## src/rtl/core/rss_pkg.sv

```systemverilog
// shared types, constants and functions of the rss flow hash and queue select unit
package rss_pkg;

  localparam int BUCKETS    = 128;               // power of two
  localparam int BUCKET_W   = $clog2(BUCKETS);
  localparam int SPLIT      = BUCKET_W / 2;      // remainder bits done in the last stage
  localparam int MAX_QUEUES = 16;
  localparam int NQ_W       = 5;
  localparam int Q_W        = 4;
  localparam int KEY_WORDS  = 4;
  localparam int HDR_WORDS  = 3;

  localparam int IN_DATA_W  = 96;
  localparam int IN_USER_W  = 2;
  localparam int OUT_DATA_W = 40;
  localparam int ADDR_W     = 5;

  // register indexes
  localparam logic [2:0] REG_NUM_QUEUES = 3'd0;
  localparam logic [2:0] REG_KEY_WORD0  = 3'd1;
  localparam logic [2:0] REG_KEY_WORD1  = 3'd2;
  localparam logic [2:0] REG_KEY_WORD2  = 3'd3;
  localparam logic [2:0] REG_KEY_WORD3  = 3'd4;

  localparam logic [NQ_W-1:0] NUM_QUEUES_RST = NQ_W'(4);
  localparam logic [31:0] KEY_WORD0_RST = 32'h3a42624c;
  localparam logic [31:0] KEY_WORD1_RST = 32'h41a926fc;
  localparam logic [31:0] KEY_WORD2_RST = 32'h5adf32f8;
  localparam logic [31:0] KEY_WORD3_RST = 32'h2944c283;

  // packet classes
  localparam logic [1:0] CLASS_NON_IP = 2'd0;
  localparam logic [1:0] CLASS_TCP    = 2'd1;
  localparam logic [1:0] CLASS_UDP    = 2'd2;
  localparam logic [1:0] CLASS_OTHER  = 2'd3;

  typedef struct packed {
    logic [NQ_W-1:0] num_queues;
    logic [KEY_WORDS-1:0][31:0] key;
  } cfg_t;

  // xor of the key windows picked by the set bits of one header word
  function automatic logic [31:0] toep_part(input logic [31:0] word,
                                            input logic [31:0] key_hi,
                                            input logic [31:0] key_lo);
    logic [63:0] pair;
    logic [31:0] h;
    pair = {key_hi, key_lo};
    h = '0;
    for (int j = 0; j < 32; j++) begin
      if (word[j]) begin
        h = h ^ pair[63-j -: 32];
      end
    end
    return h;
  endfunction

  // zero queues acts as one, more than the maximum acts as the maximum
  function automatic logic [NQ_W-1:0] nq_clamp(input logic [NQ_W-1:0] nq);
    logic [NQ_W-1:0] r;
    if (nq == '0) r = NQ_W'(1);
    else if (nq > NQ_W'(MAX_QUEUES)) r = NQ_W'(MAX_QUEUES);
    else r = nq;
    return r;
  endfunction

  // one restoring step of bucket % nq, remainder always below nq
  function automatic logic [Q_W-1:0] qmod_step(input logic [Q_W-1:0] r,
                                               input logic b,
                                               input logic [NQ_W-1:0] nq);
    logic [NQ_W-1:0] t;
    logic [NQ_W-1:0] d;
    t = {r, b};
    d = t - nq;
    return (t >= nq) ? d[Q_W-1:0] : t[Q_W-1:0];
  endfunction

endpackage

```

## src/rtl/core/rss_flow_hash_queue_select_unit.sv

```systemverilog
// Receive-side scaling flow hash and queue select. Each header transaction on the s_ stream
// yields one result on the m_ stream: a least-significant-bit-first Toeplitz hash of source
// address, destination address and the two L4 ports over a 128-bit key, and queue =
// (hash mod 128) mod num_queues, num_queues clamped to 1..16. Classes other than TCP and UDP
// give hash 0 and queue 0. One header is taken every cycle; the three pipeline stages
// (key window xor tree, fold plus upper remainder steps, lower remainder steps) each hold
// their item only while the stage after them is full and stalled, so throughput drops
// below one per cycle only when m_tready is low. Registers sit on a small APB port and are
// meant to be written while the stream is quiet.
module rss_flow_hash_queue_select_unit import rss_pkg::*; (
  input  logic                  clk,
  input  logic                  rst,
  input  logic                  psel,
  input  logic                  penable,
  input  logic                  pwrite,
  input  logic [ADDR_W-1:0]     paddr,
  input  logic [31:0]           pwdata,
  output logic [31:0]           prdata,
  output logic                  pready,
  input  logic                  s_tvalid,
  output logic                  s_tready,
  input  logic [IN_DATA_W-1:0]  s_tdata,   // src_addr, dst_addr, src_l4_port, dst_l4_port
  input  logic [IN_USER_W-1:0]  s_tuser,   // pkt_class
  output logic                  m_tvalid,
  input  logic                  m_tready,
  output logic [OUT_DATA_W-1:0] m_tdata    // queue, hash, zero padding
);

  cfg_t cfg;
  logic [2:0] reg_idx;
  logic wr_en;
  logic [Q_W-1:0] queue;
  logic [31:0] hash;

  assign pready  = 1'b1;
  assign reg_idx = paddr[ADDR_W-1:2];
  assign wr_en   = psel && penable && pwrite && pready;

  always_ff @(posedge clk) begin
    if (rst) begin
      cfg.num_queues <= NUM_QUEUES_RST;
      cfg.key[0]     <= KEY_WORD0_RST;
      cfg.key[1]     <= KEY_WORD1_RST;
      cfg.key[2]     <= KEY_WORD2_RST;
      cfg.key[3]     <= KEY_WORD3_RST;
    end else if (wr_en) begin
      unique case (reg_idx)
        REG_NUM_QUEUES: cfg.num_queues <= pwdata[NQ_W-1:0];
        REG_KEY_WORD0:  cfg.key[0] <= pwdata;
        REG_KEY_WORD1:  cfg.key[1] <= pwdata;
        REG_KEY_WORD2:  cfg.key[2] <= pwdata;
        REG_KEY_WORD3:  cfg.key[3] <= pwdata;
        default: ;
      endcase
    end
  end

  always_comb begin
    unique case (reg_idx)
      REG_NUM_QUEUES: prdata = {{(32-NQ_W){1'b0}}, cfg.num_queues};
      REG_KEY_WORD0:  prdata = cfg.key[0];
      REG_KEY_WORD1:  prdata = cfg.key[1];
      REG_KEY_WORD2:  prdata = cfg.key[2];
      REG_KEY_WORD3:  prdata = cfg.key[3];
      default:        prdata = '0;
    endcase
  end

  rss_core u_core (
    .clk         (clk),
    .rst         (rst),
    .cfg         (cfg),
    .in_valid    (s_tvalid),
    .in_ready    (s_tready),
    .in_class    (s_tuser),
    .in_src_addr (s_tdata[31:0]),
    .in_dst_addr (s_tdata[63:32]),
    .in_src_port (s_tdata[79:64]),
    .in_dst_port (s_tdata[95:80]),
    .out_valid   (m_tvalid),
    .out_ready   (m_tready),
    .out_queue   (queue),
    .out_hash    (hash)
  );

  assign m_tdata = {{(OUT_DATA_W-32-Q_W){1'b0}}, hash, queue};

endmodule

```

## src/rtl/core/rss_core.sv

```systemverilog
// three-stage hash and queue select pipeline with per-stage flow control
module rss_core import rss_pkg::*; (
  input  logic                 clk,
  input  logic                 rst,
  input  cfg_t                 cfg,
  input  logic                 in_valid,
  output logic                 in_ready,
  input  logic [1:0]           in_class,
  input  logic [31:0]          in_src_addr,
  input  logic [31:0]          in_dst_addr,
  input  logic [15:0]          in_src_port,
  input  logic [15:0]          in_dst_port,
  output logic                 out_valid,
  input  logic                 out_ready,
  output logic [Q_W-1:0]       out_queue,
  output logic [31:0]          out_hash
);

  logic v1, v2, v3;
  logic rdy1, rdy2, rdy3;

  logic [HDR_WORDS-1:0][31:0] part;
  logic [HDR_WORDS-1:0][31:0] part_next;
  logic [31:0]    hash2;
  logic [31:0]    hash2_next;
  logic [Q_W-1:0] rem2;
  logic [Q_W-1:0] rem2_next;
  logic [31:0]    hash3;
  logic [Q_W-1:0] queue3;
  logic [Q_W-1:0] queue3_next;
  logic [NQ_W-1:0] nq;
  logic [HDR_WORDS-1:0][31:0] words;
  logic hashed;

  assign rdy3     = !v3 || out_ready;
  assign rdy2     = !v2 || rdy3;
  assign rdy1     = !v1 || rdy2;
  assign in_ready = rdy1;

  assign nq = nq_clamp(cfg.num_queues);

  // stage 1: one partial hash per header word, zero for unhashed classes
  always_comb begin
    words[0] = in_src_addr;
    words[1] = in_dst_addr;
    words[2] = {in_src_port, in_dst_port};
    hashed = (in_class == CLASS_TCP) || (in_class == CLASS_UDP);
    for (int i = 0; i < HDR_WORDS; i++) begin
      part_next[i] = hashed ? toep_part(words[i], cfg.key[i], cfg.key[i+1]) : '0;
    end
  end

  // stage 2: fold partials, upper remainder steps
  always_comb begin
    hash2_next = part[0] ^ part[1] ^ part[2];
    rem2_next = '0;
    for (int i = BUCKET_W - 1; i >= SPLIT; i--) begin
      rem2_next = qmod_step(rem2_next, hash2_next[i], nq);
    end
  end

  // stage 3: lower remainder steps
  always_comb begin
    queue3_next = rem2;
    for (int i = SPLIT - 1; i >= 0; i--) begin
      queue3_next = qmod_step(queue3_next, hash2[i], nq);
    end
  end

  always_ff @(posedge clk) begin
    if (rst) begin
      v1 <= 1'b0;
      v2 <= 1'b0;
      v3 <= 1'b0;
    end else begin
      if (rdy1) v1 <= in_valid;
      if (rdy2) v2 <= v1;
      if (rdy3) v3 <= v2;
    end
  end

  always_ff @(posedge clk) begin
    if (rdy1 && in_valid) part <= part_next;
    if (rdy2 && v1) begin
      hash2 <= hash2_next;
      rem2  <= rem2_next;
    end
    if (rdy3 && v2) begin
      hash3  <= hash2;
      queue3 <= queue3_next;
    end
  end

  assign out_valid = v3;
  assign out_queue = queue3;
  assign out_hash  = hash3;

endmodule

```

## config.mk

```make
export PLATFORM = sky130hd
export DESIGN_NAME = rss_flow_hash_queue_select_unit
export DESIGN_NICKNAME = d
export VERILOG_FILES = /design/src/rtl/core/rss_pkg.sv /design/src/rtl/core/rss_flow_hash_queue_select_unit.sv /design/src/rtl/core/rss_core.sv
export SDC_FILE = /design/constraint.sdc
export NUM_CORES = 2
export LEC_CHECK = 0
export ABC_AREA = 1
export BUFFER_PORTS_ARGS = -buffer_cell sky130_fd_sc_hd__clkbuf_2
export CAP_MARGIN = 20
export CORE_MARGIN = 2
export CORE_UTILIZATION = 40
export CTS_CLUSTER_DIAMETER = 120
export CTS_CLUSTER_SIZE = 8
export DETAILED_ROUTE_END_ITERATION = 6
export PLACE_DENSITY = 0.55
export SYNTH_ARGS = -nofsm -noshare
export SYNTH_HDL_FRONTEND = slang
export SYNTH_SLANG_ARGS = --single-unit
```

## constraint.sdc

```tcl
create_clock -name clk -period 8.2 [get_ports clk]
set_input_delay 0.82 -clock clk [delete_from_list [all_inputs] [get_ports clk]]
set_output_delay 0.82 -clock clk [all_outputs]
set_load 0.1 [all_outputs]
```

==> metrics.txt <==
#FFs+latches synth 304; Final Critical Period 6880 ps; fmax 145 MHz; PD cells 134 nW/µm²; detailed-route via count 65.9k; end-of-flow core utilization 0.415; largest net degree at the start of global routing 70; overall routing resource usage 0.325; CP arrival 7210 ps; layout cell share with drive strength beyond 1 0.0556; RePlAce Congestion 0.870; Peak supply drop 0.000162 V; outcome finished, final reports clean; final max-slew violation count 0; Synth Cell Area 62700 µm²; commonest non-fill, non-tap cell in the layout nand2_1; row cnt 145; M1 GR Usage 0.439; met2 usage 0.509; average wire per standard cell 21.6 µm; global routing's busiest layer met2; type of destination of the critical path flop; port bufs 209; CP delay by family, top compound AO/OA/AOI/OAI gates; critical path class flop to flop; Initial Util 0.402; TritonCTS clock tree yes; DRC 0; Final setup viols 0; via density per instance 5.33; Max Clock Skew 28.1 ps; Core Footprint 156000 µm²; WP buf/inv 7; Unique masters post-synth 42; Routed Antenna Nets 0; final WL 267000 µm; clock root buffer clkbuf_16; CP max-delay cell a21oi_1; Resize count post-CTS 0; RSZ-0062 raised after global routing false; DRT iter0 DRCs 7003; DRT Pass-1 Iters 7; io pins 217; max-cap violations 0; total power 8.66 mW; Setup TNS 0 ps; WP data required 8530 ps; Crit path top cell by count nand2_1; DIE AREA 160000 µm²; Storage cell area 7780 µm²; CTS Buffer Depth 3; CP Launch Type flop; Post-DP HPWL 156000 µm; most frequent cells in the layout nand2_1 (5178), xnor2_1 (1464), xor2_1 (875); Final Hold Fails 0; worst slack, placed 1270 ps; Syn Inst Count 10.6k; sequential fraction of the synthesis area 0.124; GR Util met3 0.0531; Final period util 0.839; DIE HEIGHT 400 µm; Synth warnings 0; CTS Buf Count 45; Lkg Pwr 31.5 nW; Layout area overhead 3.21%; multi-input combinational cell area 47800 µm²; Clock Latency Late Sink 610 ps; first-pass GRT wire length 391000 µm; nets@finish 10.5k; vias in the first global route 61.0k; Clock Sinks 304; H-tree depth 2; total grt overflow 0; filler cell count 16.7k; Fin Hold WS 412 ps; CP max stage delay 450 ps; setup repair bufs after CTS 0; Hold Crit Class flop to flop; Rel. slew slack 0.142; clock slew at reported path FFs 60 ps; Die Width 400 µm; Worst Path Max Fanout 8; Slew @ Worst Pin 1290 ps; initial antenna violation count 10; Mapped Avg Cell Area 5.92 µm²; CTS Hold Bufs 0; final worst slack 1320 ps
cell families after synthesis:
| logic type | share of synthesized area |
|---|---|
| buffers and inverters | 0.114 |
| AOI/OAI and AO/OA | 0.0162 |
| adders and majority gates | 0.00831 |
| DFF | 0.124 |
| and+or+nand+nor | 0.391 |
| xor gates and xnor gates | 0.346 |
| other | 0.000120 |
final timing paths:
path / endpoint / slack, ps / cells after the start / from
worst max-delay path: u_core.rem2[3] / 1320 / 39 / cfg[130]
worst min-delay path: u_core.out_hash[9] / 410 / 0 / u_core.hash2[9]
worst max register to register: u_core.rem2[3] / 1320 / 39 / cfg[130]
worst min register to register: u_core.out_hash[9] / 410 / 0 / u_core.hash2[9]
Yosys cell counts, drive strengths merged:
cell type,number,area (µm²)
a211oi,3,22.5
a21o,3,22.5
a21oi,72,360
a221oi,4,35.0
a22o,1,8.76
a22oi,2,15.0
a31oi,3,18.8
buf,683,4240
clkbuf,70,267
clkinv,1,3.75
conb,2,7.51
dfxtp,136,2720
edfxtp,168,5040
fa,6,120
ha,32,400
inv,708,2660
nand2,5184,19500
nand2b,7,43.8
nand3,430,2150
nand3b,119,893
nand4,55,344
nor2,301,1130
nor3,5,25.0
o2111ai,1,8.76
o21a,1,7.51
o21ai,103,515
or2,71,444
or3,1,6.26
xnor2,1513,13600
xnor3,15,338
xor2,879,7720
layout make-up:
class	instances	area share
clock inverter	5	0.00130
antenna	5	0.000193
clock buffer	68	0.0189
tap	2058	0.0398
sequential	304	0.120
inverter	709	0.0412
timing repair buffer	407	0.0393
multi-input combinational	8816	0.739
flip-flops by register name, indices dropped and copies added, names as in the netlist, 4 cells and up:
name and flops:
u_core.out_hash 32, u_core.rem2 4, u_core.hash2 32, cfg 133, u_core.out_queue 4, u_core.part 96
power breakdown:
group | internal, mW | switching [mW]
sequential | 1.88 | 0.0850
clock | 1.06 | 0.751
combinational | 1.64 | 3.25
total | 4.57 | 4.08
routing by layer:
metal | share of wire | vias up
li1 | - | 30900
met1 | 0.41 | 30900
met2 | 0.43 | 3466
met3 | 0.11 | 621
met4 | 0.045 | 6
met5 | 0.00015 | -
per-stage QoR:
stage / std cells / instance area, µm²
2_1_floorplan: 10600 / 62700
3_3_place_gp: 12300 / 63300
3_5_place_dp: 12300 / 63300
4_1_cts: 12400 / 64600
5_1_grt: 12400 / 64700
6_report: 12400 / 64700
Note: power is estimated with default switching activity, not from simulation.
